===== config.mk =====
export PLATFORM = sky130hd
export DESIGN_NAME = dctq_merge
export DESIGN_NICKNAME = d
export VERILOG_FILES = /design/src/rtl/dctq_pkg.sv /design/src/rtl/dctq_merge.sv
export SDC_FILE = /design/constraint.sdc
export NUM_CORES = 1
export LEC_CHECK = 0
export ABC_AREA = 1
export BUFFER_PORTS_ARGS = -buffer_cell sky130_fd_sc_hd__clkbuf_2
export CORE_AREA = 2 2 90 92
export CTS_BUF_LIST = sky130_fd_sc_hd__clkbuf_4 sky130_fd_sc_hd__clkbuf_8
export DETAILED_ROUTE_END_ITERATION = 8
export DIE_AREA = 0 0 92 94
export PLACE_DENSITY = 0.65
export SLEW_MARGIN = 15
export SYNTH_ARGS = -nofsm -noshare
export SYNTH_HDL_FRONTEND = slang
export SYNTH_SLANG_ARGS = --single-unit

===== constraint.sdc =====
create_clock -name i_clk -period 1.1 [get_ports i_clk]
set_clock_uncertainty 0.05 [all_clocks]
set_input_delay 0.165 -clock i_clk [delete_from_list [all_inputs] [get_ports i_clk]]
set_output_delay 0.165 -clock i_clk [all_outputs]
set_load 0.01 [all_outputs]

===== src/rtl/dctq_pkg.sv =====
package dctq_pkg;

    localparam int BLOCK_EDGE      = 8;
    localparam int NUM_PIX         = BLOCK_EDGE * BLOCK_EDGE;
    localparam int IDX_W           = 6;
    localparam int TABLE_FRAC_BITS = 14;
    localparam int PIX_W           = 8;
    localparam int COEF_W          = 12;
    localparam int QL_W            = 4;
    localparam int BASIS_W         = 32;

    localparam logic [IDX_W-1:0] LAST_IDX = IDX_W'(NUM_PIX - 1);

    // cos(k*pi/16), k = 0..8, in Q30
    localparam logic signed [BASIS_W-1:0] COS_Q30 [0:8] = '{
        32'sd1073741824, 32'sd1053110176, 32'sd992008094, 32'sd892783698,
        32'sd759250125,  32'sd596538995,  32'sd410903207, 32'sd209476638,
        32'sd0
    };

    typedef enum logic [1:0] {
        S_COLLECT,
        S_ISSUE,
        S_WAIT,
        S_EMIT
    } t_state;

    typedef struct packed {
        logic valid;
        logic first;
        logic last;
    } t_lane_ctl;

    // Cf * cos((2p+1) f pi / 16) in Q30, with C0 folded in as cos(pi/4)
    function automatic logic signed [BASIS_W-1:0] basis(input logic [2:0] f,
                                                        input logic [2:0] p);
        logic [4:0] kk;
        logic [7:0] prod;
        logic signed [BASIS_W-1:0] res;
        prod = ({4'd0, p, 1'b1}) * {5'd0, f};
        kk   = prod[4:0];
        if (kk > 5'd16) kk = 5'd0 - kk;
        if (f == 3'd0) begin
            res = COS_Q30[4];
        end else if (kk <= 5'd8) begin
            res = COS_Q30[kk[3:0]];
        end else begin
            res = -COS_Q30[4'(5'd16 - kk)];
        end
        return res;
    endfunction

endpackage


===== src/rtl/dctq_merge.sv =====
module dctq_merge
    import dctq_pkg::*;
(
    input  logic                     i_clk,
    input  logic                     i_rst_n,
    input  logic                     i_load,
    input  logic [IDX_W-1:0]         i_idx,
    input  logic signed [COEF_W-1:0] i_q_red,
    input  logic signed [COEF_W-1:0] i_q_green,
    input  logic signed [COEF_W-1:0] i_q_blue,
    input  logic                     i_out_ready,
    output logic                     o_out_valid,
    output logic signed [COEF_W-1:0] o_coef_red,
    output logic signed [COEF_W-1:0] o_coef_green,
    output logic signed [COEF_W-1:0] o_coef_blue,
    output logic [2:0]               o_freq_u,
    output logic [2:0]               o_freq_v,
    output logic                     o_block_end,
    output logic                     o_any_nonzero,
    output logic [2:0]               o_final_nz_u,
    output logic [2:0]               o_final_nz_v
);
    logic             r_nz_hit;
    logic [IDX_W-1:0] r_nz_idx;
    logic             n_nz_hit;
    logic [IDX_W-1:0] n_nz_idx;
    logic             n_end;

    always_comb begin
        n_nz_hit = (i_idx == '0) ? 1'b0 : r_nz_hit;
        n_nz_idx = (i_idx == '0) ? '0 : r_nz_idx;
        if (i_q_red != '0 || i_q_green != '0 || i_q_blue != '0) begin
            n_nz_hit = 1'b1;
            n_nz_idx = i_idx;
        end
        n_end = (i_idx == LAST_IDX);
    end

    always_ff @(posedge i_clk) begin
        if (!i_rst_n) begin
            o_out_valid <= 1'b0;
            r_nz_hit    <= 1'b0;
            r_nz_idx    <= '0;
        end else if (i_load) begin
            o_out_valid <= 1'b1;
            r_nz_hit    <= n_nz_hit;
            r_nz_idx    <= n_nz_idx;
        end else if (i_out_ready) begin
            o_out_valid <= 1'b0;
        end
        if (i_load) begin
            o_coef_red    <= i_q_red;
            o_coef_green  <= i_q_green;
            o_coef_blue   <= i_q_blue;
            o_freq_u      <= i_idx[2:0];
            o_freq_v      <= i_idx[5:3];
            o_block_end   <= n_end;
            o_any_nonzero <= n_end && n_nz_hit;
            o_final_nz_u  <= (n_end && n_nz_hit) ? n_nz_idx[2:0] : 3'd0;
            o_final_nz_v  <= (n_end && n_nz_hit) ? n_nz_idx[5:3] : 3'd0;
        end
    end
endmodule


==> results.md, run 1 <==
* Layout net count at about 390
* Design Area, Final at 3850 um^2
* Pre-antenna DRT Iters at 4
* Yosys warns at 0
* Initial drt markers at 62
* Die ar. at 8650 um^2
* Slew @ Worst Pin at 0.262 ns
* Switch share at 0.232
* Main area contributors after synthesis: edfxtp_1 67%, dfxtp_1 7.2%, nor2_1 5.9%
* CTS Buf Count at 9
* Synthesis-stage register bit count at 58
* Post-synthesis xor/xnor area fraction at 0
* Max Fanout on Critical Path at 6
* Detailed Place HPWL at around 3.7 mm
* Psw at 1.20 mW
* Flop pwr share at 0.507
* Power per Cell Area at 1340 nW/um^2
* Final min period at 1.10 ns
* Ports at 97
* Max-cap viol count at 0
* Layout cells sized above 1 at 0.535
* Reg-to-reg startpoint: r_nz_hit
* Post-synth top area share at 0.672
* First-pass GRT wire length at between 8 and 9 mm
* Lkg Pwr at 1.71 nW
* Commonest non-fill, non-tap cells in the layout: 90 x clkbuf_2, 50 x edfxtp_1, 31 x dlygate4sd3_1
* Cell count after synthesis at 180
* Slew headroom at 0.825
* CTS H-Tree Depth at 3
* Yosys cell types at 18
* Top Usage Layer GRT: met2
* Mux share of post-synthesis cell area at 0
* Starting Density at 0.294
* CTS clk-pin slew, worst paths at 0.07 ns
* RSZ-0062 raised after global routing: yes
* Final wirelength at 5.58 mm
* Gr ovfl total at 0
* GRT Overall Usage at 0.124
* Post-synthesis compound-gate area fraction at 0.0381
* Routing usage on met1 at 0.140
* Die width at approximately 92 um
* Comb pwr share at 0.131
* Vias in the first global route at between 1,500 and 2,000
* Placer's final routability congestion estimate at ~0.84
* Number of I/O port buffers at 96
* Std-Cell Rows at 32
* Via density at between 4 and 5
* WL per Instance at 12.5 um
* TritonCTS Sinks at 58
* Final hold violation count at 0
* Clock root buffer: clkbuf_8
* Diode count at 0
* GR met3 Demand/Resource at 0.0490
* Number of remaining DRC errors at 0
* Max Fclk at 0.913 GHz
* Clk_lat worst skew at 0.32 ns
* Area after DPL at slightly above 3000 um^2
* Syn_nets at ~230
* Post-Synth Simple-Gate Area at 0.173
* TritonCTS clock tree: done
* GR Util met2 at 0.219
* Fin crit share at 0.996
* Crit. Startpoint: i_q_green[1]
* WHS at between 0.02 and 0.025 ns
* Critical path class: input pin to register
* Internal power at 3.95 mW
* Largest family of logic cells by synthesized area: simple AND/OR/NAND/NOR gates
* Area of the core at 7610 um^2
* Critical Path RT at 1.13 ns
* Hold Startpoint: i_q_green[0]
* WP data arrival at roughly 1.1 ns
* Largest net degree at the start of global routing at 35
* Overall power at 5.15 mW
* Initial antenna violation count at 0
* Routed Antenna Nets at 0
* Max Slew Vio Count at 0
* Post-Synth Adder-Cell Area at 0
* Clock tree buffer depth at 2
* Startpoint types: input pin
* Number of fillers in the final layout at 700
* Most common cell after layout, fill and taps aside: clkbuf_2
* Seq/Total Area, Yosys at 0.744
* Synth area leader: edfxtp_1
* Crit end category: register
* HP Class: input pin to register
* Via count at ~1,800
* Post-Syn Area at 2230 um^2
* Worst vdd ir at 0.509 mV
* Clock network power share at 0.362
* Outcome: completed
* Area grow syn2layout at 72.6%
* Post-Syn Area per Cell at ~12 um^2
* Die H at 94 um
* Setup-failing EPs final at 0
-- path summary, 6_finish.rpt --
kind	end	cells past startpoint	slack, ns
worst max-delay path	o_final_nz_u[2]	7	0.004
worst min-delay path	o_coef_green[0]	1	0.02
worst max register to register	o_any_nonzero	4	0.11
worst min register to register	o_out_valid	2	0.41
-- kinds of logic (layout without fill, tap and decap cells) --
family,Yosys count,in the layout
compound gates,14,14
flops,58,58
buf+inv,26,190
simple gates,82,82
-- Yosys cell counts (all sizes together) --
cell type,count
edfxtp,50
nor2,39
inv,25
nand2,25
nand3,14
dfxtp,8
a21oi,7
o21bai,6
nand4,2
and2,1
buf,1
nor3,1
o21ai,1
-- worst max-delay path: stages --
cell,delay (ns)
clkbuf_2,0.10
nor2_4,0.10
nand2_1,0.09
nor2_4,0.15
nand3_4,0.20
o21bai_4,0.23
a21oi_2,0.07
-- cell type report --
cell class	count	area, um^2	area share
flip-flops and latches	58	1660	0.431
well taps	102	128	0.0331
clock inverters	6	57.6	0.0149
clock buffers	10	131	0.0341
inverters	25	98.8	0.0256
repair buffers	149	1030	0.267
multi-input cells	96	747	0.194
-- per-layer routing --
| metal | up-vias | routed length, um |
|---|---|---|
| met5 | - | 0 |
| met2 | 58 | 2990 |
| li1 | 929 | - |
| met4 | 0 | 14 |
| met1 | 845 | 2220 |
| met3 | 2 | 355 |
-- what timing repair did --
action | 4_1_cts | 5_1_grt
endpoints found under the hold margin | 29 | 2
resized for setup | 0 | 67
endpoints found under the setup margin | 0 | 26
hold buffers | 29 | 2
buffers inserted | 0 | 4
-- per-stage QoR --
step | setup slack [ns] | TNS (ns) | util | std cells
2_1_floorplan | -0.110 | -0.759 | - | 180
3_3_place_gp | -0.321 | -4.02 | 0.397 | 395
3_5_place_dp | -0.351 | -4.48 | 0.397 | 395
4_1_cts | 0.00213 | 0 | 0.460 | 440
5_1_grt | -0.0274 | -0.214 | 0.507 | 446
6_report | 0.00429 | 0 | 0.507 | 446
-- power groups by stage --
stage	sequential (mW)	combinational, mW	clock [mW]
after detailed placement	2.66	0.524	0
after global placement	2.65	0.515	0
after global routing	2.63	0.733	2.05
after CTS	2.61	0.604	1.92
after floorplan	2.74	0.101	0
final	2.61	0.674	1.86
-- state kept, by name, summed over array words and instances, names as in the netlist --
name	cells
o_any_nonzero	1
o_coef_blue	12
o_coef_red	12
o_block_end	1
o_freq_v	3
o_freq_u	3
o_coef_green	12
o_out_valid	1
r_nz_idx	6
o_final_nz_u	3
o_final_nz_v	3
r_nz_hit	1
Power figures use the tool's default switching activity.
==> run 2: changes to the inputs <==
BUFFER_PORTS_ARGS = not set   (was -buffer_cell sky130_fd_sc_hd__clkbuf_2)
DONT_BUFFER_PORTS = 1   (was not set)
PLACE_DENSITY = 0.53   (was 0.65)
RECOVER_POWER = 25   (was not set)
==> run 2 against run 1 <==
Maximum frequency increased by 10%. Worst setup slack improved by 0.10 ns. Critical path type is now register to output pin. Sequential power increased by 4%. Sequential cell count unchanged. Final cell count decreased by 22%. The flow now finishes with violations (hold timing). Non-clock buffer count decreased by 97. Critical endpoint is now o_final_nz_v[2].
==> results.md, run 2 (synthesis results as in run 1) <==
* Pre-antenna DRT Iters at 4
* CTS Buf Count at 9
* Die H at between 90 and 100 um
* Failing checks: hold timing
* Flop pwr share at 0.568
* Ports at 97
* Gr ovfl total at 0
* Starting Density at 0.294
* Worst vdd ir at 0.494 mV
* Top Usage Layer GRT: met2
* Slew headroom at 0.684
* Switch share at 0.215
* CTS Hold Bufs at 44
* Max Fanout on Critical Path at 1
* Max Fclk at 1.01 GHz
* Slew @ Worst Pin at 0.470 ns
* Reg-to-reg startpoint: r_nz_hit
* Routing usage on met1 at 0.138
* GR Util met2 at 0.189
* Layout cells sized above 1 at 0.162
* Layout net count at 288
* First-pass GRT wire length at 7.68 mm
* Cell depth of the worst min-delay path at 0
* CTS clk-pin slew, worst paths at around 0.070 ns
* Routed Antenna Nets at 0
* Initial drt markers at 63
* Die width at slightly above 90 um
* Critical Path RT at 0.88 ns
* Most common cell after layout, fill and taps aside: edfxtp_1
* Via count at 1,487
* Slack of the worst reg-to-reg path at 0.13 ns
* Largest net degree at the start of global routing at 65
* Setup TNS at 0 ns
* Power per Cell Area at 1550 nW/um^2
* Area of the core at 7610 um^2
* R2R cell count at 4
* Number of I/O port buffers at 0
* Setup Buffers After CTS at 0
* CTS H-Tree Depth at 3
* Std-Cell Rows at 32
* Vias in the first global route at 1,496
* HP Class: input pin to register
* Clock root buffer: clkbuf_8
* Clk_lat worst skew at around 0.32 ns
* WHS at -0.101 ns
* Comb pwr share at 0.052
* Via density at 4.26
* Startpoint types: register
* Crit end category: output pin
* WL per Instance at 14.2 um
* Internal power at roughly 3.7 mW
* Number of fillers in the final layout at 730
* Diode count at 0
* Fin crit share at 0.904
* Storage cell area at 1660 um^2
* Top flop regs: o_coef_blue (12), o_coef_green (12), o_coef_red (12)
* R2r endpoint: o_final_nz_u[0]
* Final hold violation count at 52
* Initial antenna violation count at 0
* GR met3 Demand/Resource at 0.0482
* GRT Overall Usage at 0.120
* Placer's final routability congestion estimate at ~0.7
* Crit. Startpoint: o_final_nz_v[2]
* Critical path class: register to output pin
* WP data arrival at 0.78 ns
* Hold worst-path end: o_coef_blue[2]
* Commonest non-fill, non-tap cells in the layout: 50 x edfxtp_1, 44 x dlygate4sd3_1, 30 x nor2_1
* Clock network power share at 0.381
* Lkg Pwr at 1.22 nW
* Multi-input gate area at 508 um^2
* Psw at 1.03 mW
* Setup-failing EPs final at 0
* Final wirelength at 4.97 mm
* TritonCTS Sinks at 58
* Area grow syn2layout at 37.7%
* Number of remaining DRC errors at 0
* Final min period at 0.995 ns
* RSZ-0062 raised after global routing: no
* Hold Startpoint: i_load
* Max-cap viol count at 0
* Max Slew Vio Count at 0
* Detailed Place HPWL at 3.39 mm
* TritonCTS clock tree: done
* Die ar. at about 8600 um^2
* Outcome: complete, but fails checks
* Clock tree buffer depth at 2
[run 2: through the flow]
| step | instances | util | setup WS [ns] | power [mW] | cell area, um^2 |
|---|---|---|---|---|---|
| finish | 349 | 0.404 | 0.105 | 4.78 | 3080 |
| global route | 349 | 0.404 | 0.00753 | 5.00 | 3080 |
| CTS | 349 | 0.403 | 0.0404 | 4.86 | 3060 |
| detailed placement | 289 | 0.321 | -0.318 | 2.88 | 2440 |
| global placement | 289 | 0.321 | -0.286 | 2.88 | 2440 |
| floorplan | 180 | - | -0.110 | 2.84 | 2260 |
[run 2: final cells by class]
type / instances / area share
clock buffers: 9 / 0.0403
inverters: 25 / 0.0305
well taps: 102 / 0.0415
multi-input cells: 96 / 0.165
repair buffers: 52 / 0.163
flip-flops and latches: 58 / 0.540
clock inverters: 7 / 0.0195
[run 2: repair_timing]
item                                    in CTS  in global routing
endpoints found under the hold margin      100                 54
endpoints found under the setup margin       0                  8
resized for setup                            0                  3
[run 2: power by group through the flow]
stage	Combinational, mW	Clock, mW	Sequential [mW]
CTS	0.247	1.90	2.72
floorplan	0.101	0	2.74
global placement	0.118	0	2.76
global route	0.275	2.00	2.73
finish	0.247	1.82	2.71
detailed placement	0.117	0	2.77
[run 2: metal layers]
layer / vias up / share of wire
met5: - / 0
met4: 0 / 0.013
met3: 5 / 0.084
met2: 68 / 0.47
met1: 684 / 0.44
li1: 730 / -
[run 2: worst max-delay path by stage]
stage                                  to  slack [ns]  cells after the start
after floorplan           o_final_nz_u[0]       -0.11                      8
after global placement    o_final_nz_v[1]       -0.29                      8
after detailed placement  o_final_nz_u[2]       -0.32                      8
after CTS                 o_final_nz_v[2]        0.04                      8
after global routing      o_final_nz_v[2]       0.008                      8
final                     o_final_nz_v[2]        0.11                      0
==> run 3: changes to the inputs <==
PLACE_DENSITY = not set   (was 0.53)
==> run 3 against run 2 <==
The flow still finishes with violations (hold timing). Critical path depth grew 6. Final cell count unchanged. Maximum frequency is 5.9% lower. Design area increased by 1.3%. Global-route usage rose by 0.99 points. Non-clock buffer count stayed put. Combinational power about the same. Sequential power about the same. Die area stayed put. Critical path type is now input pin to register. Largest cell class unchanged.
==> results.md, run 3 (synthesis results as in run 1) <==
* Outcome: complete, but fails checks
* Failing checks: hold timing
* Vias in the first global route at 1,566
* Ports at 97
* Design Area, Final at 3120 um^2
* WP data arrival at 1.08 ns
* Fin crit share at 0.961
* Reg-to-reg startpoint: r_nz_hit
* CTS clk-pin slew, worst paths at 0.07 ns
* Placer's final routability congestion estimate at 0.807
* Layout net count at ~290
* Max Fanout on Critical Path at 6
* R2r endpoint: o_final_nz_v[1]
* Overall power at 5.29 mW
* Critical Path RT at 1.12 ns
* Max Fclk at around 0.95 GHz
* Die ar. at ~8600 um^2
* WHS at -0.108 ns
* First-pass GRT wire length at 8.19 mm
* TritonCTS Sinks at 58
* WL per Instance at 14.8 um
* Diode count at 0
* CTS Buf Count at 9
* CP endpoint: o_final_nz_v[1]
* Resized Gates After CTS at 0
* Clock tree buffer depth at 2
* Via count at 1,474
* Critical path class: input pin to register
* CTS Hold Bufs at 44
* Slew headroom at 0.760
* Final wirelength at 5.15 mm
* Slew @ Worst Pin at 0.358 ns
* Number of fillers in the final layout at 749
* Crit end category: register
* Detailed Place HPWL at approximately 3.4 mm
* Slack of the worst reg-to-reg path at about 0.11 ns
* Clock root buffer: clkbuf_8
* Die width at 92 um
* Lkg Pwr at around 1.2 nW
* Gr ovfl total at 0
* Final hold violation count at 53
* R2R cell count at 4
* Pre-antenna DRT Iters at 4
* Top flop regs: o_coef_blue (12), o_coef_green (12), o_coef_red (12)
* RSZ-0062 raised after global routing: no
* Number of I/O port buffers at 0
* Max Slew Vio Count at 0
* Pre-CTS setup slack at -0.311 ns
* Area of the core at 7610 um^2
* Layout cells sized above 1 at 0.158
* Power per Cell Area at 1700 nW/um^2
* Setup-failing EPs final at 0
* Worst vdd ir at 0.670 mV
* Initial drt markers at 70
* Std-Cell Rows at 32
* Startpoint types: input pin
* Fin worst setup slack at 0.0431 ns
* Commonest non-fill, non-tap cells in the layout: 50 x edfxtp_1, 44 x dlygate4sd3_1, 31 x nor2_1
* CTS H-Tree Depth at 3
* Routed Antenna Nets at 0
* Number of remaining DRC errors at 0
* Largest net degree at the start of global routing at 65
* GRT Overall Usage at 0.130
* TritonCTS clock tree: done
* Area after DPL at 2440 um^2
* Starting Density at 0.294
* Initial antenna violation count at 0
* Area grow syn2layout at 39.5%
* Final min period at 1.06 ns
* Max-cap viol count at 0
* Via density at 4.22
* Clk_lat worst skew at 0.33 ns
* Die H at roughly 94 um
* Crit. Startpoint: i_q_red[7]
* HP Class: input pin to register
* Most common cell after layout, fill and taps aside: edfxtp_1
[run 3: routing by layer]
layer	track usage	up-vias	routed length [um]
met1	0.140	679	2130
met4	0.0697	0	114
met5	0	-	0
li1	-	728	-
met3	0.0570	9	341
met2	0.214	58	2570
[run 3: cell type report]
cell class | instances | area [um^2] | share of cell area
sequential | 58 | 1660 | 0.533
timing repair buffer | 52 | 500 | 0.161
multi-input combinational | 96 | 495 | 0.159
clock buffer | 10 | 131 | 0.0422
tap | 102 | 128 | 0.0410
clock inverter | 6 | 105 | 0.0337
inverter | 25 | 93.8 | 0.0301
[run 3: power breakdown]
group          switching [mW]  leakage [nW]  total [mW]  internal (mW)
clock                   0.816         0.115        2.33           1.51
sequential              0.143         0.554        2.72           2.57
combinational          0.0876         0.568       0.245          0.158
[run 3: how the worst min path moves through the flow]
| stage | startpoint | slack [ns] | to | cells past startpoint |
|---|---|---|---|---|
| floorplan | i_q_blue[0] | 0.21 | o_coef_blue[0] | 0 |
| global placement | i_q_red[0] | 0.21 | o_coef_red[0] | 0 |
| detailed placement | i_q_red[0] | 0.21 | o_coef_red[0] | 0 |
| CTS | i_load | -0.13 | o_coef_red[6] | 0 |
| global route | i_load | -0.14 | o_coef_red[6] | 0 |
| finish | i_load | -0.11 | o_coef_red[6] | 0 |
[run 3: repair_timing]
action | in CTS | in global routing
setup endpoints to repair | 0 | 0
hold endpoints to repair | 100 | 54
buffers inserted | 0 | 0
[run 3: through the flow]
step	TNS, ns	util	instances
floorplan	-0.759	-	180
global placement	-3.35	0.321	289
detailed placement	-3.66	0.321	289
CTS	0	0.410	349
global route	0	0.410	349
finish	0	0.410	349
[run 3: worst max-delay path, stage by stage]
cell,delay (ns)
nor2_1,0.10
nand2_1,0.08
nor2_2,0.21
nand3_2,0.18
o21bai_1,0.24
a21oi_1,0.11
