<file path="src/rtl/dctq_pkg.sv">
package dctq_pkg;

    localparam int BLOCK_EDGE      = 8;
    localparam int NUM_PIX         = BLOCK_EDGE * BLOCK_EDGE;
    localparam int IDX_W           = 6;
    localparam int TABLE_FRAC_BITS = 14;
    localparam int PIX_W           = 8;
    localparam int COEF_W          = 12;
    localparam int QL_W            = 4;
    localparam int BASIS_W         = 32;

    localparam logic [IDX_W-1:0] LAST_IDX = IDX_W'(NUM_PIX - 1);

    // cos(k*pi/16), k = 0..8, in Q30
    localparam logic signed [BASIS_W-1:0] COS_Q30 [0:8] = '{
        32'sd1073741824, 32'sd1053110176, 32'sd992008094, 32'sd892783698,
        32'sd759250125,  32'sd596538995,  32'sd410903207, 32'sd209476638,
        32'sd0
    };

    typedef enum logic [1:0] {
        S_COLLECT,
        S_ISSUE,
        S_WAIT,
        S_EMIT
    } t_state;

    typedef struct packed {
        logic valid;
        logic first;
        logic last;
    } t_lane_ctl;

    // Cf * cos((2p+1) f pi / 16) in Q30, with C0 folded in as cos(pi/4)
    function automatic logic signed [BASIS_W-1:0] basis(input logic [2:0] f,
                                                        input logic [2:0] p);
        logic [4:0] kk;
        logic [7:0] prod;
        logic signed [BASIS_W-1:0] res;
        prod = ({4'd0, p, 1'b1}) * {5'd0, f};
        kk   = prod[4:0];
        if (kk > 5'd16) kk = 5'd0 - kk;
        if (f == 3'd0) begin
            res = COS_Q30[4];
        end else if (kk <= 5'd8) begin
            res = COS_Q30[kk[3:0]];
        end else begin
            res = -COS_Q30[4'(5'd16 - kk)];
        end
        return res;
    endfunction

endpackage

</file>
<file path="src/rtl/dctq_lane.sv">
module dctq_lane
    import dctq_pkg::*;
#(
    parameter int FRAC_BITS = TABLE_FRAC_BITS
) (
    input  logic                     i_clk,
    input  logic                     i_rst_n,
    input  t_lane_ctl                i_ctl,
    input  logic signed [FRAC_BITS-1:0] i_entry,
    input  logic [PIX_W-1:0]         i_pix,
    input  logic [QL_W-1:0]          i_quant_level,
    output logic                     o_q_valid,
    output logic signed [COEF_W-1:0] o_q
);
    localparam int ENT_W = FRAC_BITS;
    localparam int MUL_W = ENT_W + PIX_W + 1;
    localparam int ACC_W = FRAC_BITS + 13;
    localparam int QW    = FRAC_BITS + 17;

    logic signed [MUL_W-1:0] r_mul;
    t_lane_ctl               r_ctl;
    logic signed [ACC_W-1:0] r_acc;
    logic                    r_done;
    logic signed [QW-1:0]    n_rnd;
    logic signed [QW-1:0]    n_shr;
    logic [5:0]              n_sh;
    logic signed [COEF_W-1:0] n_q;

    always_comb begin
        n_sh  = 6'(FRAC_BITS) + {2'd0, i_quant_level};
        n_rnd = QW'(r_acc) + (QW'(1) <<< (n_sh - 6'd1));
        n_shr = n_rnd >>> n_sh;
        if (n_shr > QW'(2047)) begin
            n_q = COEF_W'(2047);
        end else if (n_shr < -QW'(2048)) begin
            n_q = -COEF_W'(2048);
        end else begin
            n_q = n_shr[COEF_W-1:0];
        end
    end

    always_ff @(posedge i_clk) begin
        if (!i_rst_n) begin
            r_ctl     <= '0;
            r_done    <= 1'b0;
            o_q_valid <= 1'b0;
        end else begin
            r_ctl     <= i_ctl;
            r_done    <= r_ctl.valid && r_ctl.last;
            o_q_valid <= r_done;
        end
        r_mul <= MUL_W'(i_entry) * $signed({1'b0, i_pix});
        if (r_ctl.valid) begin
            r_acc <= r_ctl.first ? ACC_W'(r_mul) : r_acc + ACC_W'(r_mul);
        end
        if (r_done) begin
            o_q <= n_q;
        end
    end
endmodule

</file>
<file path="config.mk">
export PLATFORM = sky130hd
export DESIGN_NAME = dctq_lane
export DESIGN_NICKNAME = d
export VERILOG_FILES = /design/src/rtl/dctq_pkg.sv /design/src/rtl/dctq_lane.sv
export SDC_FILE = /design/constraint.sdc
export NUM_CORES = 1
export LEC_CHECK = 0
export ABC_AREA = 1
export BUFFER_PORTS_ARGS = -buffer_cell sky130_fd_sc_hd__buf_2
export CAP_MARGIN = 20
export CORE_MARGIN = 4
export CORE_UTILIZATION = 55
export DETAILED_ROUTE_END_ITERATION = 12
export PLACE_DENSITY = 0.72
export SETUP_SLACK_MARGIN = 0.3
export SLEW_MARGIN = 30
export SYNTH_ARGS = -nofsm -noshare
export SYNTH_HDL_FRONTEND = slang
export SYNTH_SLANG_ARGS = --single-unit
export TNS_END_PERCENT = 5
</file>
<file path="constraint.sdc">
create_clock -name i_clk -period 9.45 [get_ports i_clk]
set_clock_uncertainty 0.1 [all_clocks]
set_input_delay 1.89 -clock i_clk [delete_from_list [all_inputs] [get_ports i_clk]]
set_output_delay 1.89 -clock i_clk [all_outputs]
set_load 0.005 [all_outputs]
</file>
==> run metrics, run 1 <==
run status=complete, no violations; post-CTS setup buffer count=0; Arrival @ worst endpoint=7670 ps; CTS Root Buffer Type=sky130_fd_sc_hd__clkbuf_16; Routed met2 length=15.6 mm; Max VDD drop=0.000119 V; biggest fanout along the worst timing path=41; Final nets=2157; Highest Signal Layer=met4; average instance area after synthesis=6.28 um2; Setup TNS=0 ps; All-Layer GR Usage=0.268; power density relative to cell area=238 nW/um2; transition time at the pin with the least slew margin=773 ps; drt initial violations=957; Setup-failing EPs final=0; worst setup timing slack at the placement stage=1500 ps; clk_lat worst skew=330 ps; total standard cell area after synthesis=12100 um2; Die X=156 um; number of endpoints with negative hold slack in the final report=0; number of gates given a new drive strength after cts=0; TritonCTS clock tree=built; overflow left after global routing=0; relative slew slack=0.485; CP Class=in -> reg; kind of path behind the tightest hold check=reg -> reg; Die Y=156 um; warning count from the yosys run=0; clock-pin slew on the worst setup and hold paths=50 ps; setup repair after global routing missed its margin=false; area growth from synthesis to layout=5.31%; Power Internal=1.47 mW; longest individual stage delay on the worst path=580 ps; most used standard cell by instance count after synthesis=sky130_fd_sc_hd__nand2_1; antenna fix cells=0; Final Slew Violations=0; Buffers & Inverters on Critical Path=7; first-pass GRT wire length=53.9 mm; largest net degree at the start of global routing=42; startpoint class of the critical path=input port; Critical Path Most Common Cell=sky130_fd_sc_hd__nand2_1; antenna violations before repair=0; post-route cell area=12700 um2; vias post-DR=11700; placeable core area=21800 um2; share of layout cells above drive strength 1=0.0537; wire length on met3=1.61 mm; Worst path top cell family by delay=simple AND/OR/NAND/NOR gates; part of the power in registers=0.172; Post-route DRC=0; global placement routability congestion=0.984; required time of the critical path=9420 ps; via count of the first global-routing pass=11400; top area cells in the synthesized netlist=sky130_fd_sc_hd__nand2_1 20%, sky130_fd_sc_hd__fa_1 15%, sky130_fd_sc_hd__inv_1 12%; Sink Count=67; H-Tree Level Count=3; wl on met1=13.4 mm; combinational share of power=0.723; worst path setup slack after routing=1750 ps; via density per instance=5.28; Routed Wire Length=31.8 mm; Main synth FF type=sky130_fd_sc_hd__edfxtp_1; leakage power figure=7.47 nW; HPWL after detailed placement=26.8 mm; post-synthesis register bit count=67; Max-cap violations=0; final clock period utilization by the worst path=0.815; count of antenna-violating nets left after detailed routing=0; Switching Power=1.56 mW; first-pass detailed-route iteration total=5; part of the total power dissipated in the clock network=0.105; count of mapped cells out of synthesis=1928; Yosys cell types=49; minimum clock period after layout=7700 ps; slowest CP cell=sky130_fd_sc_hd__buf_2; Yosys top cell by area=sky130_fd_sc_hd__nand2_1; # IOs=44; fraction of registers with async set or reset after synthesis=0; post-place instance area=12500 um2; Crit. End Element=register; Port Buffers=43; Achievable Freq=130 MHz; total of hold buffers inserted after clock tree synthesis=0; number of CTS-inserted buffers=9; ranking of synthesized cells by instance count=634 x sky130_fd_sc_hd__nand2_1, 381 x sky130_fd_sc_hd__inv_1, 210 x sky130_fd_sc_hd__nand3_1, 106 x sky130_fd_sc_hd__nor2_1, 104 x sky130_fd_sc_hd__ha_1; FP Rows=54; overall die area=24400 um2; CTS Buffer Depth=2; share of synthesized area occupied by flip-flops and latches=0.143; post-synth top area share=0.197; fraction of power spent switching nets=0.515; number of flops mapped to enable cells by yosys=39; average detailed-routed wire length per instance=14.4 um; starting utilization of the core area=0.556
==> power by group through the flow <==
stage               Combinational [mW]  Clock (mW)  Sequential [mW]
finish                            2.19       0.318            0.522
CTS                               2.18       0.324            0.520
detailed placement                2.17           0            0.525
global placement                  2.12           0            0.525
floorplan                         1.73           0            0.493
global route                      2.54       0.337            0.528
==> sequential cells by signal, indices dropped and copies added, names as in the netlist <==
register   count
o_q           12
o_q_valid      1
r_acc         27
r_ctl          3
r_done         1
r_mul         23
==> per-layer routing <==
layer	vias to the layer above	track usage
met5	-	0
met4	0	0.101
met3	77	0.0210
met2	356	0.480
met1	5300	0.338
li1	5956	-
==> layout make-up <==
class | count | area, um2
Clock buffer | 11 | 233
Clock inverter | 5 | 53.8
Fill cell | 2154 | 9010
Inverter | 388 | 1460
Multi-Input combinational cell | 1415 | 8660
Sequential cell | 67 | 1730
Tap cell | 280 | 350
Timing Repair Buffer | 49 | 260
==> logic make-up after synthesis <==
logic type                 share of synthesized area
xor gates and xnor gates                      0.0282
adders and majority gates                      0.260
buffers and inverters                          0.143
other                                       0.000310
DFF                                            0.143
muxes                                       0.000827
and+or+nand+nor                                0.348
AOI/OAI and AO/OA                             0.0769
==> layout by cell type (no fill, tap or decap), types with 11 or more instances in the layout <==
cell type                  netlist  routed
sky130_fd_sc_hd__dfxtp_1        28      28
sky130_fd_sc_hd__or2_2          11      11
sky130_fd_sc_hd__edfxtp_1       39      39
sky130_fd_sc_hd__inv_1         381     381
sky130_fd_sc_hd__fa_1           92      92
sky130_fd_sc_hd__buf_2           5      43
sky130_fd_sc_hd__xor2_1         33      33
sky130_fd_sc_hd__nand3_1       210     210
sky130_fd_sc_hd__ha_1          104     104
sky130_fd_sc_hd__nor2_1        106     106
sky130_fd_sc_hd__nand2_1       634     634
sky130_fd_sc_hd__o21ai_0        63      63
sky130_fd_sc_hd__a21oi_1        72      72
==> path summary, 6_finish.rpt <==
kind                                     startpoint                    end  slack, ps  cells past startpoint
worst min register to register  r_ctl[0]$_SDFF_PN0_      r_done$_SDFF_PN0_        360                      1
worst max register to register  r_acc[25]$_DFFE_PP_  o_q[10]$_SDFFCE_PN1P_       5590                     22
worst min-delay path            r_ctl[0]$_SDFF_PN0_      r_done$_SDFF_PN0_        360                      1
worst max-delay path               i_quant_level[1]   o_q[3]$_SDFFCE_PN1P_       1750                     36
==> metrics by stage <==
| stage | std cells | hold WS (ps) | power (mW) | util |
|---|---|---|---|---|
| 4_1_cts | 2215 | 364 | 3.02 | 0.586 |
| 2_1_floorplan | 1933 | 329 | 2.22 | - |
| 3_5_place_dp | 2199 | 351 | 2.69 | 0.573 |
| 6_report | 2215 | 359 | 3.03 | 0.586 |
| 3_3_place_gp | 2199 | 336 | 2.64 | 0.573 |
| 5_1_grt | 2215 | 393 | 3.41 | 0.586 |
No activity file was read; power rests on OpenSTA's default activity.
==> run 2, diff against run 1 <==
PLACE_DENSITY = 0.75   (was 0.72)
clock period = 6.66 ns   (was 9.45 ns; I/O delays follow)
==> run 2 against run 1 <==
Register-to-register slack worse by 2700 ps; combinational power rose by 43%; non-clock buffer count grew 9; sequential power rose by 40%; first-iteration DRC count down 11%; core utilization up 0.33 points; setup slack worse by 1100 ps; count of clock-buffer cells in the layout fell by 2; global-route usage rose by 0.66 points; sequential share of layout area is 0.076 points lower; critical endpoint is now r_mul[19]$_DFF_P_; largest power group unchanged.
==> run metrics, run 2 (same netlist as run 1, synthesis figures left out) <==
placeable core area=21800 um2; largest net degree at the start of global routing=40; run status=complete, no violations; worst setup timing slack at the placement stage=350 ps; area growth from synthesis to layout=5.90%; longest individual stage delay on the worst path=540 ps; Setup TNS=0 ps; TritonCTS clock tree=built; post-route worst hold slack=352 ps; Reg-to-Reg End=o_q[10]$_SDFFCE_PN1P_; minimum clock period after layout=6040 ps; Die Y=156 um; # IOs=44; vias post-DR=11800; count of antenna-violating nets left after detailed routing=0; HPWL after detailed placement=27.4 mm; slack of the worst reg-to-reg path=2880 ps; setup repair after global routing missed its margin=false; number of CTS-inserted buffers=9; Layout Utilization=0.589; critical-path cell list=buf_2 -> nand2_1 -> fa_1 -> inv_1 -> fa_1 -> fa_1 -> fa_1 -> ha_1 -> a21oi_1 -> o21ai_0 -> a21oi_1 -> o21bai_1 -> a21oi_1 -> o21ai_0 -> a21oi_1 -> o21ai_0 -> a21boi_0 -> nor2_1 -> o21ai_0 -> nand2_1 -> nand2_1 -> nand2_1; Die X=156 um; FP Rows=54; Port Buffers=43; Max VDD drop=0.000150 V; total of hold buffers inserted after clock tree synthesis=0; CTS Root Buffer Type=sky130_fd_sc_hd__clkbuf_16; global placement routability congestion=1.01; via density per instance=5.33; overall die area=24400 um2; Achievable Freq=166 MHz; overall power=4.33 mW; Max-cap violations=0; starting utilization of the core area=0.556; slowest CP cell=sky130_fd_sc_hd__fa_1; cell count after placement=2208; number of endpoints with negative hold slack in the final report=0; leakage power figure=7.52 nW; post-route cell area=12800 um2; post-place instance area=12500 um2; Routed Wire Length=32.9 mm; commonest non-fill, non-tap cell in the layout=sky130_fd_sc_hd__nand2_1; leading registers by flop count=r_acc (27), r_mul (23), o_q (12); most frequent cells in the layout=634 x sky130_fd_sc_hd__nand2_1, 381 x sky130_fd_sc_hd__inv_1, 210 x sky130_fd_sc_hd__nand3_1, 106 x sky130_fd_sc_hd__nor2_1, 104 x sky130_fd_sc_hd__ha_1; Crit. End Element=register; Final Slew Violations=0; average detailed-routed wire length per instance=14.8 um; power density relative to cell area=338 nW/um2; kind of path behind the tightest hold check=reg -> reg; drt initial violations=852; overflow left after global routing=0; last element of the critical path=r_mul[19]$_DFF_P_; biggest fanout along the worst timing path=14; Setup-failing EPs final=0; Arrival @ worst endpoint=6160 ps; share of layout cells above drive strength 1=0.0586; clock-pin slew on the worst setup and hold paths=60 ps; Sink Count=67; transition time at the pin with the least slew margin=622 ps; worst r2r path cells=20; Final nets=2166; startpoint class of the critical path=input port; CP Class=in -> reg; Post-route DRC=0; worst path setup slack after routing=621 ps; required time of the critical path=6780 ps; source of the critical timing path=i_pix[2]; number of flip-flops under the largest register name=27; largest register by flop count=r_acc; worst flop-to-flop path startpoint=r_acc[26]$_DFFE_PP_; Post-Layout Cell Count=2224; antenna violations before repair=0; final clock period utilization by the worst path=0.907; via count of the first global-routing pass=11600; H-Tree Level Count=3; first-pass detailed-route iteration total=6; antenna fix cells=0; clk_lat worst skew=330 ps; relative slew slack=0.585; CTS Buffer Depth=2; first-pass GRT wire length=55.4 mm; All-Layer GR Usage=0.275
## run 2: changes by cell type in the layout (fill, tap and decap cells not counted)
cell,change
sky130_fd_sc_hd__clkinv_2,-1
sky130_fd_sc_hd__inv_6,+1
sky130_fd_sc_hd__clkinv_4,-1
sky130_fd_sc_hd__inv_4,+2
sky130_fd_sc_hd__buf_4,+9
sky130_fd_sc_hd__clkinv_1,+1
sky130_fd_sc_hd__o21ai_1,+1
sky130_fd_sc_hd__o21ai_0,-1
sky130_fd_sc_hd__clkbuf_1,-2
## run 2: layout make-up
class	instances	area, um2
tap	280	350
clock buffer	9	225
fill	2172	8940
clock inverter	7	65.1
timing repair buffer	58	328
multi-input combinational	1415	8660
sequential	67	1730
inverter	388	1460
## run 2: worst min-delay path by stage
stage                         from                 to  slack (ps)  cells after the start
2_1_floorplan  r_ctl[0]$_SDFF_PN0_  r_done$_SDFF_PN0_         330                      1
3_3_place_gp   r_ctl[0]$_SDFF_PN0_  r_done$_SDFF_PN0_         340                      1
3_5_place_dp   r_ctl[0]$_SDFF_PN0_  r_done$_SDFF_PN0_         340                      1
4_1_cts        r_ctl[0]$_SDFF_PN0_  r_done$_SDFF_PN0_         350                      1
5_1_grt        r_ctl[0]$_SDFF_PN0_  r_done$_SDFF_PN0_         380                      1
6_report       r_ctl[0]$_SDFF_PN0_  r_done$_SDFF_PN0_         350                      1
## run 2: critical path, delay by kind of cell
family                     cells  cell delay, ps
adders and majority gates      5            2350
AOI/OAI and AO/OA             10            1780
and+or+nand+nor                5             390
buffers and inverters          2             290
## run 2: routing by layer
| metal | part of all wire | up-vias | GRT usage |
|---|---|---|---|
| met5 | 0 | - | 0 |
| met4 | 0.029 | 0 | 0.0876 |
| met3 | 0.052 | 66 | 0.0241 |
| met2 | 0.49 | 365 | 0.494 |
| met1 | 0.42 | 5451 | 0.350 |
| li1 | - | 5965 | - |
## run 2: repair_timing
item                                    4_1_cts  5_1_grt
resized for setup                             0        1
setup buffers                                 0        0
endpoints found under the hold margin         0        0
endpoints found under the setup margin        0        1
## run 2: report_power, final
group	leakage [nW]	total [mW]	internal, mW	switching, mW
registers	0.597	0.733	0.636	0.0963
logic	6.77	3.13	1.17	1.96
clock network	0.148	0.465	0.289	0.177
==> run 3, diff against run 2 <==
ABC_AREA = unset   (was 1)
CORE_ASPECT_RATIO = 1.75   (was unset)
==> run 3 against run 2 <==
Core utilization is 9.8 points higher; count of clock-buffer cells in the layout stayed put; design area is 12% higher; flip-flop and latch count unchanged; clock power rose by 9.2%; sequential power grew 3.4%; area after synthesis decreased by 3.3%; hold slack improved by 13 ps.
==> run metrics, run 3 <==
run status=complete, no violations; Yosys top cell by area=sky130_fd_sc_hd__fa_1; global placement routability congestion=0.962; # IOs=44; clk_lat worst skew=350 ps; TritonCTS clock tree=built; overall die area=23800 um2; top area cells in the synthesized netlist=sky130_fd_sc_hd__fa_1 16%, sky130_fd_sc_hd__ha_1 11%, sky130_fd_sc_hd__edfxtp_1 10%; All-Layer GR Usage=0.282; number of flops mapped to enable cells by yosys=39; Buffers & Inverters on Critical Path=5; Final Slew Violations=0; antenna fix cells=0; fraction of power spent switching nets=0.465; antenna violations before repair=0; Port Buffers=43; leakage power figure=6.67 nW; slowest CP cell=sky130_fd_sc_hd__mux4_2; Worst path top cell family by delay=compound AO/OA/AOI/OAI gates; GRT met1 Usage=0.261; required time of the critical path=6760 ps; warning count from the yosys run=0; Min-Delay Path Depth=1; first-pass detailed-route iteration total=5; area growth from synthesis to layout=22.8%; H-Tree Level Count=3; total of hold buffers inserted after clock tree synthesis=0; CTS Root Buffer Type=sky130_fd_sc_hd__clkbuf_16; slack of the worst reg-to-reg path=1970 ps; Setup TNS=0 ps; worst setup timing slack at the placement stage=-154 ps; worst path setup slack after routing=341 ps; placeable core area=20900 um2; part of the power in registers=0.136; HPWL after detailed placement=27.7 mm; source of the critical timing path=i_quant_level[1]; number of CTS-inserted buffers=9; share of layout cells above drive strength 1=0.253; startpoint class of the critical path=input port; average instance area after synthesis=8.34 um2; largest register by flop count=r_acc; GRT met2 Usage=0.545; total standard cell area after synthesis=11700 um2; most used standard cell by instance count after synthesis=sky130_fd_sc_hd__inv_1; number of flip-flops under the largest register name=27; worst r2r path cells=18; source of the worst hold timing path=r_ctl[0]$_SDFF_PN0_; combinational share of power=0.773; number of endpoints with negative hold slack in the final report=0; starting utilization of the core area=0.559; Max VDD drop=0.000202 V; post-route worst hold slack=365 ps; commonest non-fill, non-tap cell in the layout=sky130_fd_sc_hd__buf_4; fraction of registers with async set or reset after synthesis=0; Main synth FF type=sky130_fd_sc_hd__edfxtp_1; worst flop-to-flop path startpoint=r_acc[1]$_DFFE_PP_; Sink Count=67; Die X=118 um; Arrival @ worst endpoint=6420 ps; drt initial violations=694; FP Rows=70; Post-route DRC=0; average detailed-routed wire length per instance=18.1 um; final clock period utilization by the worst path=0.949; CP Class=in -> reg; Routed Wire Length=33.8 mm; setup repair after global routing missed its margin=true; relative slew slack=0.359; biggest fanout along the worst timing path=6; power density relative to cell area=388 nW/um2; longest individual stage delay on the worst path=460 ps; Reg-to-Reg End=o_q[7]$_SDFFCE_PN1P_; Crit. End Element=register; Die Y=201 um; count of mapped cells out of synthesis=1404; Achievable Freq=158 MHz; Yosys cell types=101; first-pass GRT wire length=54.5 mm; Final nets=1838; kind of path behind the tightest hold check=reg -> reg; CTS Buffer Depth=2; via count of the first global-routing pass=11400; clock-pin slew on the worst setup and hold paths=60 ps; leading registers by flop count=r_acc (27), r_mul (23), o_q (12); via density per instance=6.00; Setup-failing EPs final=0; Power Internal=2.98 mW; critical-path cell list=buf_8 -> clkinvlp_4 -> ha_4 -> xnor2_4 -> buf_12 -> xnor2_4 -> or3_4 -> fa_2 -> nand2b_4 -> a21oi_4 -> a41o_1 -> a21oi_4 -> and2_1 -> xnor2_1 -> a211oi_1 -> buf_4 -> mux4_2 -> a21oi_1 -> nor2_2 -> and4b_1 -> a41o_1 -> a41oi_4 -> buf_12 -> a31oi_4; met3 Usage GRT=0.0341; last element of the critical path=o_q[7]$_SDFFCE_PN1P_; Switching Power=2.59 mW; count of antenna-violating nets left after detailed routing=0; post-synth top area share=0.157; minimum clock period after layout=6320 ps; most used routing layer in global routing=met2; vias post-DR=11200; post-synthesis register bit count=67; ranking of synthesized cells by instance count=143 x sky130_fd_sc_hd__inv_1, 129 x sky130_fd_sc_hd__nand2_1, 104 x sky130_fd_sc_hd__ha_1, 103 x sky130_fd_sc_hd__nor2_1, 92 x sky130_fd_sc_hd__fa_1; Max-cap violations=0; part of the total power dissipated in the clock network=0.091; most frequent cells in the layout=196 x sky130_fd_sc_hd__buf_4, 141 x sky130_fd_sc_hd__inv_1, 128 x sky130_fd_sc_hd__nand2_1, 99 x sky130_fd_sc_hd__nor2_1, 97 x sky130_fd_sc_hd__ha_1; transition time at the pin with the least slew margin=937 ps; share of synthesized area occupied by flip-flops and latches=0.148; overflow left after global routing=0; number of stages on the worst setup path=24; largest net degree at the start of global routing=47
-- run 3: cell types whose count changed after synthesis, moves of 32 or more --
cell / before / now
sky130_fd_sc_hd__and2_1: 0 / 90
sky130_fd_sc_hd__inv_1: 381 / 143
sky130_fd_sc_hd__nand2_1: 634 / 129
sky130_fd_sc_hd__nand3_1: 210 / 30
sky130_fd_sc_hd__nor3_1: 9 / 44
sky130_fd_sc_hd__xnor2_1: 6 / 38
-- run 3: cells by family (layout without fill, tap and decap cells) --
family | count (synthesis) | after routing | share of synthesized area
adders and majority gates | 196 | 196 | 0.268
buffers and inverters | 208 | 415 | 0.0732
and+or+nand+nor | 476 | 476 | 0.204
AOI/OAI and AO/OA | 341 | 341 | 0.203
other | 1 | 6 | 0.000320
xor gates and xnor gates | 62 | 62 | 0.0470
DFF | 67 | 67 | 0.148
muxes | 53 | 53 | 0.0555
-- run 3: area by class of cell --
class | instances | area (um2)
multi-input combinational | 1134 | 9540
fill | 1659 | 6560
timing repair buffer | 254 | 1930
sequential | 67 | 1730
inverter | 145 | 548
tap | 252 | 315
clock buffer | 9 | 225
clock inverter | 7 | 85.1
-- run 3: worst reg2reg max path, stage by stage (launching register included) --
cell and delay (ps):
sky130_fd_sc_hd__edfxtp_1 410, sky130_fd_sc_hd__inv_1 150, sky130_fd_sc_hd__fa_2 430, sky130_fd_sc_hd__nand2b_4 180
sky130_fd_sc_hd__a21oi_4 160, sky130_fd_sc_hd__a41o_1 270, sky130_fd_sc_hd__a21oi_4 130, sky130_fd_sc_hd__and2_1 210
sky130_fd_sc_hd__xnor2_1 370, sky130_fd_sc_hd__a211oi_1 130, sky130_fd_sc_hd__buf_4 160, sky130_fd_sc_hd__mux4_2 460
sky130_fd_sc_hd__a21oi_1 290, sky130_fd_sc_hd__nor2_2 150, sky130_fd_sc_hd__and4b_1 280, sky130_fd_sc_hd__a41o_1 200
sky130_fd_sc_hd__a41oi_4 160, sky130_fd_sc_hd__buf_12 180, sky130_fd_sc_hd__a31oi_4 130
-- run 3: power groups by stage --
| stage | Clock, mW | Sequential (mW) | Combinational, mW |
|---|---|---|---|
| after detailed placement | 0 | 0.759 | 4.05 |
| after CTS | 0.509 | 0.753 | 4.09 |
| after global routing | 0.526 | 0.773 | 4.79 |
| after floorplan | 0 | 0.733 | 2.87 |
| after global placement | 0 | 0.755 | 3.93 |
| final | 0.508 | 0.758 | 4.31 |
-- run 3: stage by stage --
stage	power, mW	area, um2	utilization	instances
floorplan	3.60	11900	-	1409
detailed placement	4.81	13600	0.649	1841
global placement	4.69	13600	0.649	1841
CTS	5.35	13900	0.664	1857
global route	6.08	14400	0.687	1868
finish	5.57	14400	0.687	1868
-- run 3: layer usage --
metal,vias up,wire [um],share of wire
met5,-,0,0
met4,0,2930,0.087
met3,168,1100,0.033
met2,345,18500,0.55
met1,5376,11300,0.33
li1,5328,-,-
-- run 3: timing repair --
item                       CTS  global route
buffers inserted             0             9
pin swaps                    0            44
gates cloned                 0             2
resized for setup            3            85
hold endpoints to repair     0             0
setup endpoints to repair   12            15
-- run 3: worst min-delay path by stage --
stage                              to  slack (ps)
finish              r_done$_SDFF_PN0_         370
global route        r_done$_SDFF_PN0_         380
CTS                 r_done$_SDFF_PN0_         360
detailed placement  r_done$_SDFF_PN0_         350
global placement    r_done$_SDFF_PN0_         330
floorplan           r_done$_SDFF_PN0_         330
